$ cat src/rtl/assert_macros.svh
// ----------------------------------------------------------------------------
// Assertion macros
// Concurrent assertion wrappers shared by the RTL. They compile to nothing
// when SYNTHESIS is defined.
// ----------------------------------------------------------------------------
`ifndef ASSERT_MACROS_SVH
`define ASSERT_MACROS_SVH
`ifndef SYNTHESIS
// The property must hold at every clock edge outside reset.
`define ASSERT_PROP(lbl, clk, rst_n, prop, msg) \
    lbl: assert property (@(posedge clk) disable iff (!rst_n) prop) else $error(msg);
// The expression must never be true at a clock edge outside reset.
`define ASSERT_NEVER(lbl, clk, rst_n, expr, msg) \
    lbl: assert property (@(posedge clk) disable iff (!rst_n) !(expr)) else $error(msg);
`else
`define ASSERT_PROP(lbl, clk, rst_n, prop, msg)
`define ASSERT_NEVER(lbl, clk, rst_n, expr, msg)
`endif
`endif

$ cat src/rtl/hsl2rgb_pkg.sv
// ----------------------------------------------------------------------------
// hsl2rgb_pkg
// Types, constants and small functions shared by the HSL to RGB pipeline.
// ----------------------------------------------------------------------------
package hsl2rgb_pkg;

    // Input transfer: one color.
    typedef struct packed {
        logic [9:0] hue_degrees;
        logic [6:0] saturation_pct;
        logic [6:0] lightness_pct;
    } t_hsl_in;

    // Output transfer: one RGB triple.
    typedef struct packed {
        logic [7:0] red_level;
        logic [7:0] green_level;
        logic [7:0] blue_level;
    } t_rgb_out;

    // Stage advance enables, one per pipeline register.
    typedef struct packed {
        logic en1;
        logic en2;
        logic en3;
        logic en4;
    } t_stage_en;

    // Stage 1 result: reduced hue, capped percentages.
    typedef struct packed {
        logic [8:0] hue;
        logic [6:0] sat;
        logic [6:0] lit;
        logic       grey;
    } t_prep;

    // Stage 2 result: high and low terms, grey product, ramp positions.
    typedef struct packed {
        logic [13:0] hi;
        logic [13:0] lo;
        logic [14:0] grey_x;
        logic [5:0]  pos_r;
        logic [5:0]  pos_g;
        logic [5:0]  pos_b;
        logic        grey;
    } t_terms;

    localparam logic [9:0]  HUE_FULL     = 10'd360;
    localparam logic [9:0]  HUE_DOUBLE   = 10'd720;
    localparam logic [6:0]  PCT_MAX      = 7'd100;
    localparam logic [6:0]  PCT_HALF     = 7'd50;
    localparam logic [8:0]  HUE_60       = 9'd60;
    localparam logic [8:0]  HUE_120      = 9'd120;
    localparam logic [8:0]  HUE_180      = 9'd180;
    localparam logic [8:0]  HUE_240      = 9'd240;
    localparam logic [5:0]  SEXTANT      = 6'd60;
    localparam logic [19:0] RAMP_FULL    = 20'd600000;
    // ceil(2^19 / 100): grey level = (l * 255 * RECIP_100) >> 19.
    localparam logic [12:0] RECIP_100    = 13'd5243;
    // ceil(2^40 / 40000): level = (ramp * 17 * RECIP_40K) >> 40.
    localparam logic [24:0] RECIP_40K    = 25'd27487791;

    // Position along the channel ramp, 0 .. 60.
    function automatic logic [5:0] ramp_pos(input logic [8:0] hue);
        logic [8:0] down;
        down = HUE_240 - hue;
        if (hue < HUE_60) begin
            return hue[5:0];
        end else if (hue < HUE_180) begin
            return SEXTANT;
        end else if (hue < HUE_240) begin
            return down[5:0];
        end else begin
            return 6'd0;
        end
    endfunction

    // ramp * 255 / 600000 equals ramp * 17 / 40000, done by reciprocal.
    function automatic logic [7:0] scale_level(input logic [19:0] ramp);
        logic [23:0] y;
        logic [48:0] p;
        y = {ramp, 4'b0000} + {4'b0000, ramp};
        p = 49'(y) * 49'(RECIP_40K);
        return p[47:40];
    endfunction

endpackage

$ cat src/rtl/hsl2rgb_prep.sv
// ----------------------------------------------------------------------------
// hsl2rgb_prep
// First stage: hue modulo 360, saturation and lightness capped at 100.
// ----------------------------------------------------------------------------
module hsl2rgb_prep
    import hsl2rgb_pkg::*;
(
    input  logic      i_clk,
    input  t_stage_en i_en,
    input  t_hsl_in   i_data,
    output t_prep     o_prep
);

    t_prep      r_prep;
    t_prep      n_prep;
    logic [9:0] w_hue;

    always_comb begin
        // The input hue stays below 1024, so two subtractions cover it.
        if (i_data.hue_degrees >= HUE_DOUBLE) begin
            w_hue = i_data.hue_degrees - HUE_DOUBLE;
        end else if (i_data.hue_degrees >= HUE_FULL) begin
            w_hue = i_data.hue_degrees - HUE_FULL;
        end else begin
            w_hue = i_data.hue_degrees;
        end
        n_prep.hue  = w_hue[8:0];
        n_prep.sat  = (i_data.saturation_pct > PCT_MAX) ? PCT_MAX : i_data.saturation_pct;
        n_prep.lit  = (i_data.lightness_pct > PCT_MAX) ? PCT_MAX : i_data.lightness_pct;
        n_prep.grey = (i_data.saturation_pct == 7'd0);
    end

    always_ff @(posedge i_clk) begin
        if (i_en.en1) begin
            r_prep <= n_prep;
        end
    end

    assign o_prep = r_prep;

endmodule

$ cat src/rtl/hsl2rgb_terms.sv
// ----------------------------------------------------------------------------
// hsl2rgb_terms
// Second stage: high and low terms, grey product and per-channel ramp
// positions for the rotated hues.
// ----------------------------------------------------------------------------
module hsl2rgb_terms
    import hsl2rgb_pkg::*;
(
    input  logic      i_clk,
    input  t_stage_en i_en,
    input  t_prep     i_prep,
    output t_terms    o_terms
);

    t_terms      r_terms;
    t_terms      n_terms;
    logic [14:0] w_l;
    logic [14:0] w_s;
    logic [14:0] w_hi_dark;
    logic [14:0] w_hi_light;
    logic [14:0] w_hi;
    logic [14:0] w_lo;
    logic [8:0]  w_hue_r;
    logic [8:0]  w_hue_b;

    always_comb begin
        w_l        = 15'(i_prep.lit);
        w_s        = 15'(i_prep.sat);
        w_hi_dark  = w_l * (15'(PCT_MAX) + w_s);
        w_hi_light = (w_l + w_s) * 15'(PCT_MAX) - w_s * w_l;
        w_hi       = (i_prep.lit < PCT_HALF) ? w_hi_dark : w_hi_light;
        // Both terms stay within 0 .. 10000.
        w_lo       = w_l * 15'd200 - w_hi;

        w_hue_r = (i_prep.hue < HUE_240) ? i_prep.hue + HUE_120 : i_prep.hue - HUE_240;
        w_hue_b = (i_prep.hue >= HUE_120) ? i_prep.hue - HUE_120 : i_prep.hue + HUE_240;

        n_terms.hi     = w_hi[13:0];
        n_terms.lo     = w_lo[13:0];
        n_terms.grey_x = w_l * 15'd255;
        n_terms.pos_r  = ramp_pos(w_hue_r);
        n_terms.pos_g  = ramp_pos(i_prep.hue);
        n_terms.pos_b  = ramp_pos(w_hue_b);
        n_terms.grey   = i_prep.grey;
    end

    always_ff @(posedge i_clk) begin
        if (i_en.en2) begin
            r_terms <= n_terms;
        end
    end

    assign o_terms = r_terms;

endmodule

$ cat src/rtl/hsl2rgb_ramp.sv
// ----------------------------------------------------------------------------
// hsl2rgb_ramp
// Third stage for one channel: ramp value lo * 60 + (hi - lo) * position,
// in units of 1/600000.
// ----------------------------------------------------------------------------
module hsl2rgb_ramp
    import hsl2rgb_pkg::*;
(
    input  logic        i_clk,
    input  t_stage_en   i_en,
    input  logic [13:0] i_hi,
    input  logic [13:0] i_lo,
    input  logic [5:0]  i_pos,
    output logic [19:0] o_ramp
);

    logic [19:0] r_ramp;
    logic [19:0] n_ramp;
    logic [13:0] w_diff;

    always_comb begin
        w_diff = i_hi - i_lo;
        n_ramp = 20'(i_lo) * 20'(SEXTANT) + 20'(w_diff) * 20'(i_pos);
    end

    always_ff @(posedge i_clk) begin
        if (i_en.en3) begin
            r_ramp <= n_ramp;
        end
    end

    assign o_ramp = r_ramp;

endmodule

$ cat src/rtl/hsl_to_rgb_converter.sv
// ----------------------------------------------------------------------------
// hsl_to_rgb_converter
// Integer HSL to RGB conversion, four register stages.
//
//   Channel  Direction  Handshake                    Payload
//   input    in         i_in_valid / o_in_ready      i_in_data  (t_hsl_in)
//   output   out        o_out_valid / i_out_ready    o_out_data (t_rgb_out)
//
// One color per clock while the output is not stalled; a result passes the prep,
// terms, ramp and output registers before it is offered at the output.
// Stages: hue reduction and caps, term products, channel ramps, scaling by
// reciprocal multiplication into the output register.
// Reset clears only the stage valid bits.
// A stage advances when it is empty or the stage after it advances, so
// bubbles close up while the output is stalled and nothing is dropped.
// ----------------------------------------------------------------------------
`include "assert_macros.svh"

module hsl_to_rgb_converter
    import hsl2rgb_pkg::*;
(
    input  logic     i_clk,
    input  logic     i_rst_n,
    input  logic     i_in_valid,
    output logic     o_in_ready,
    input  t_hsl_in  i_in_data,
    output logic     o_out_valid,
    input  logic     i_out_ready,
    output t_rgb_out o_out_data
);

    t_stage_en   w_en;
    t_prep       w_prep;
    t_terms      w_terms;
    logic [19:0] w_ramp_r;
    logic [19:0] w_ramp_g;
    logic [19:0] w_ramp_b;

    logic        r_v1;
    logic        r_v2;
    logic        r_v3;
    logic        r_v4;
    logic [27:0] r_grey_prod;
    logic        r_grey3;
    logic        r_grey4;
    t_rgb_out    r_out;
    t_rgb_out    n_out;

    always_comb begin
        w_en.en4 = !r_v4 || i_out_ready;
        w_en.en3 = !r_v3 || w_en.en4;
        w_en.en2 = !r_v2 || w_en.en3;
        w_en.en1 = !r_v1 || w_en.en2;
    end

    assign o_in_ready = w_en.en1;

    always_ff @(posedge i_clk) begin
        if (!i_rst_n) begin
            r_v1 <= 1'b0;
            r_v2 <= 1'b0;
            r_v3 <= 1'b0;
            r_v4 <= 1'b0;
        end else begin
            if (w_en.en1) begin
                r_v1 <= i_in_valid;
            end
            if (w_en.en2) begin
                r_v2 <= r_v1;
            end
            if (w_en.en3) begin
                r_v3 <= r_v2;
            end
            if (w_en.en4) begin
                r_v4 <= r_v3;
            end
        end
    end

    hsl2rgb_prep u_prep (
        .i_clk  (i_clk),
        .i_en   (w_en),
        .i_data (i_in_data),
        .o_prep (w_prep)
    );

    hsl2rgb_terms u_terms (
        .i_clk   (i_clk),
        .i_en    (w_en),
        .i_prep  (w_prep),
        .o_terms (w_terms)
    );

    hsl2rgb_ramp u_ramp_r (
        .i_clk  (i_clk),
        .i_en   (w_en),
        .i_hi   (w_terms.hi),
        .i_lo   (w_terms.lo),
        .i_pos  (w_terms.pos_r),
        .o_ramp (w_ramp_r)
    );

    hsl2rgb_ramp u_ramp_g (
        .i_clk  (i_clk),
        .i_en   (w_en),
        .i_hi   (w_terms.hi),
        .i_lo   (w_terms.lo),
        .i_pos  (w_terms.pos_g),
        .o_ramp (w_ramp_g)
    );

    hsl2rgb_ramp u_ramp_b (
        .i_clk  (i_clk),
        .i_en   (w_en),
        .i_hi   (w_terms.hi),
        .i_lo   (w_terms.lo),
        .i_pos  (w_terms.pos_b),
        .o_ramp (w_ramp_b)
    );

    // Grey path runs alongside the channel ramps: (l * 255) / 100 by reciprocal.
    always_ff @(posedge i_clk) begin
        if (w_en.en3) begin
            r_grey_prod <= 28'(w_terms.grey_x) * 28'(RECIP_100);
            r_grey3     <= w_terms.grey;
        end
    end

    always_comb begin
        if (r_grey3) begin
            n_out.red_level   = r_grey_prod[26:19];
            n_out.green_level = r_grey_prod[26:19];
            n_out.blue_level  = r_grey_prod[26:19];
        end else begin
            n_out.red_level   = scale_level(w_ramp_r);
            n_out.green_level = scale_level(w_ramp_g);
            n_out.blue_level  = scale_level(w_ramp_b);
        end
    end

    always_ff @(posedge i_clk) begin
        if (w_en.en4) begin
            r_out   <= n_out;
            r_grey4 <= r_grey3;
        end
    end

    assign o_out_valid = r_v4;
    assign o_out_data  = r_out;

    `ASSERT_PROP(a_grey_equal, i_clk, i_rst_n,
        (r_v4 && r_grey4) |-> (r_out.red_level == r_out.green_level
            && r_out.green_level == r_out.blue_level),
        "grey result has unequal channels")
    `ASSERT_PROP(a_ramp_bound, i_clk, i_rst_n,
        (r_v3 && !r_grey3) |-> (w_ramp_r <= RAMP_FULL && w_ramp_g <= RAMP_FULL
            && w_ramp_b <= RAMP_FULL),
        "channel ramp above full scale")
    `ASSERT_NEVER(a_full_accept, i_clk, i_rst_n,
        r_v1 && r_v2 && r_v3 && r_v4 && !i_out_ready && o_in_ready,
        "input ready while the pipeline is full and stalled")
    `ASSERT_PROP(a_drain, i_clk, i_rst_n,
        (r_v4 && i_out_ready && !r_v3) |=> !r_v4,
        "output stage kept a result after its transfer")

endmodule

$ cat config.mk
export PLATFORM = sky130hd
export DESIGN_NAME = hsl_to_rgb_converter
export DESIGN_NICKNAME = d
export VERILOG_FILES = /design/src/rtl/hsl2rgb_pkg.sv /design/src/rtl/hsl2rgb_prep.sv /design/src/rtl/hsl2rgb_terms.sv /design/src/rtl/hsl2rgb_ramp.sv /design/src/rtl/hsl_to_rgb_converter.sv
export VERILOG_INCLUDE_DIRS = /design/src /design/src/rtl
export SDC_FILE = /design/constraint.sdc
export NUM_CORES = 2
export LEC_CHECK = 0
export BUFFER_PORTS_ARGS = -buffer_cell sky130_fd_sc_hd__clkbuf_2
export CAP_MARGIN = 10
export CORE_MARGIN = 4
export CORE_UTILIZATION = 65
export CTS_BUF_LIST = sky130_fd_sc_hd__clkbuf_8
export CTS_CLUSTER_DIAMETER = 120
export CTS_CLUSTER_SIZE = 30
export DETAILED_ROUTE_END_ITERATION = 10
export PLACE_DENSITY_LB_ADDON = 0.3
export SYNTH_ARGS = -nofsm -noshare
export SYNTH_HDL_FRONTEND = slang
export SYNTH_SLANG_ARGS = --single-unit
$ cat constraint.sdc
create_clock -name i_clk -period 11.2 [get_ports i_clk]
set_clock_uncertainty 0.05 [all_clocks]
set_input_delay 2.24 -clock i_clk [delete_from_list [all_inputs] [get_ports i_clk]]
set_output_delay 2.24 -clock i_clk [all_outputs]
set_load 0.005 [all_outputs]
==> results.yml <==
route:
  top_layer: "met5"
  met1Wirelength_um: 60000
  wl_met2_um: 67800
  viasPerCell: 5.63
  drtPass1Iterations: 6
  routedWlPerCell_um: 19.2
  ant_nets: 0
  drt_wl_total_um: 143000
  drt_iter0_drc: 2551
  wl_met3_um: 8870
  vias: 41966
  drc: 0
yosys:
  synth_edf_count: 175
  yosysWarnings: 0
  ys_seq_area_frac: 0.0888
  postSynthRegisterBits: 179
  synthXorXnorAreaFrac: 0.0386
  syn_area_um2: 60100
  avgSynthCellArea_um2: 9.67
  syn-instance-count: 6211
  synth-async-reset-ratio: 0
  muxShareOfSynthArea: 0.00223
  synth_compound_area_frac: 0.0750
  yosys.area_share.simple: 0.0773
  yosys_most_used_dff: "edfxtp_1"
  synth_top_family_by_area: "adder cells"
  synthDistinctLibCells: 81
  synth_fa_ha_area_frac: 0.602
die:
  pin_count: 54
  start_util: 0.655
  die_h_um: 312
  placementRows: 111
  die_w_um: 312
  die_area_um2: 97400
  coreArea_um2: 91700
critical_path:
  critPathBufInv: 5
  crit_path_max_fanout: 10
  r2r-start: "u_ramp_b.o_ramp[1]"
  cp.depth: 32
  slowest_stage: "fa_1"
  crit_type: "flop to flop"
  rr_worst_depth: 32
  end_kind: "flop"
  timing.rr.end: "o_out_data[7]"
  start_kind: "flop"
  critPathArrivalTime_ps: 10150
  ff2ff_setup_slack_ps: 1310
  crit_path_max_incr_delay_ps: 680
  cpMostUsedCell: "fa_1"
  required_ps: 11460
  cp_top_family: "adder cells"
final_layout:
  multi_input_area_um2: 47800
  final_area_um2: 62300
  layout_commonest_cell: "inv_1"
  filler_cell_count: 7182
  drive_gt1_frac: 0.0234
  layout.area.seq_um2: 5340
  syn_to_final_growth_pct: 3.65
  mostFrequentLayoutCells: "1,794 x inv_1, 1,172 x ha_1, 1,073 x fa_1"
  nets: 8529
place:
  place_congestion: 1.04
  placed_area_um2: 61900
  dp_hpwl_um: 126000
  io_buffers: 53
cts:
  cts_setup_buffers: 0
  cts_hold_buf: 0
  root_buffer: "clkbuf_8"
  path_clk_slew_ps: 110
  cts_buffers: 17
  cts_max_path_buffers: 2
  cts_resized: 0
  cts_sinks: 179
  cts-htree-levels: 4
  tritoncts: "built"
  clk_latency_ps: 570
global_routing:
  antenna_found_initial: 3
  grt-ovfl-total: 0
  grt_pass1_vias: 45410
  grt_first_pass_wirelength_um: 237000
  grt_max_degree: 67
  globalRouteTotalUtil: 0.308
sta:
  slew_headroom: 0.191
  worstMarginPinSlew_ps: 1210
  post-route-min-period_ps: 9890
  fmax_mhz: 101
  rsz0062_at_grt: "false"
  fin_crit_sh: 0.883
  fin_tns_setup_ps: 0
  hold_viol_final: 0
  setup_viol: 0
  slew_violations: 0
min_path:
  min_path_cells: 0
  min_to: "u_terms.o_terms[0]"
  hold_path.startpoint: "u_prep.o_prep[0]"
  hold_path.class: "flop to flop"
flow_run:
  maxCapViolCount: 0
status:
  status: "complete, no violations"
==> layer usage <==
metal  track usage  vias to the layer above
li1              -                    19497
met1         0.407                    20852
met2         0.517                     1319
met3        0.0467                      294
met4         0.118                        4
met5             0                        -
==> per-stage QoR <==
stage / instances / hold slack (ps) / utilization / setup slack (ps)
global placement: 7423 / 358 / 0.675 / 1560
floorplan: 6216 / 350 / - / 2540
global route: 7456 / 410 / 0.679 / 657
detailed placement: 7423 / 365 / 0.675 / 1390
finish: 7457 / 383 / 0.679 / 1310
CTS: 7455 / 389 / 0.679 / 1350
==> state kept, by name (all words and copies together), names as in the netlist <==
register / cells
u_terms.o_terms: 61
o_out_data: 24
u_prep.o_prep: 24
u_ramp_b.o_ramp: 19
u_ramp_g.o_ramp: 19
u_ramp_r.o_ramp: 19
r_grey_prod: 8
o_out_valid: 1
r_grey3: 1
r_v1: 1
r_v2: 1
r_v3: 1
==> synth_stat cells (13+ instances only) <==
cell	count	area, um2
inv_1	1794	6730
edfxtp_1	175	5260
xor2_1	75	657
nand2b_1	25	156
a211oi_1	29	218
o21bai_1	23	173
clkbuf_1	59	221
fa_1	1073	21500
nor2b_1	52	325
nand3_1	63	315
o21ai_0	140	701
ha_1	1172	14700
and2_1	109	682
nand3b_1	16	120
nand2_1	313	1170
o2111ai_1	13	114
nor2_1	203	762
a31oi_1	18	113
o211ai_1	23	173
a21oi_1	188	941
xnor2_1	190	1660
nand4_1	21	131
and3_1	22	138
o21a_1	41	308
a21o_1	98	736
nor3_1	67	335
or3_1	25	156
==> worst max path at each step <==
stage	startpoint	to	slack (ps)
floorplan	u_ramp_b.o_ramp[2]	o_out_data[7]	2540
global placement	u_ramp_b.o_ramp[1]	o_out_data[7]	1560
detailed placement	u_ramp_b.o_ramp[2]	o_out_data[7]	1390
CTS	u_ramp_b.o_ramp[1]	o_out_data[7]	1350
global route	u_ramp_b.o_ramp[1]	o_out_data[7]	660
finish	u_ramp_b.o_ramp[1]	o_out_data[7]	1310
==> cells by family after synthesis <==
family | count (synthesis)
flops | 179
simple gates | 961
fa+ha+maj | 2245
buf+inv | 1859
mux | 13
other cells | 1
compound gates | 688
xor+xnor | 265
==> area by class of cell <==
class | count | area share
Antenna cell | 2 | 0.0000804
Tap cell | 1186 | 0.0238
Clock buffer | 17 | 0.00376
Timing Repair Buffer | 85 | 0.00812
Clock inverter | 15 | 0.00283
Sequential cell | 179 | 0.0857
Inverter | 1795 | 0.108
Multi-Input combinational cell | 4178 | 0.768
Power is left out: the tool's default activity adds up to more than one toggle a clock period on the data nets, which glitch-free logic cannot reach.
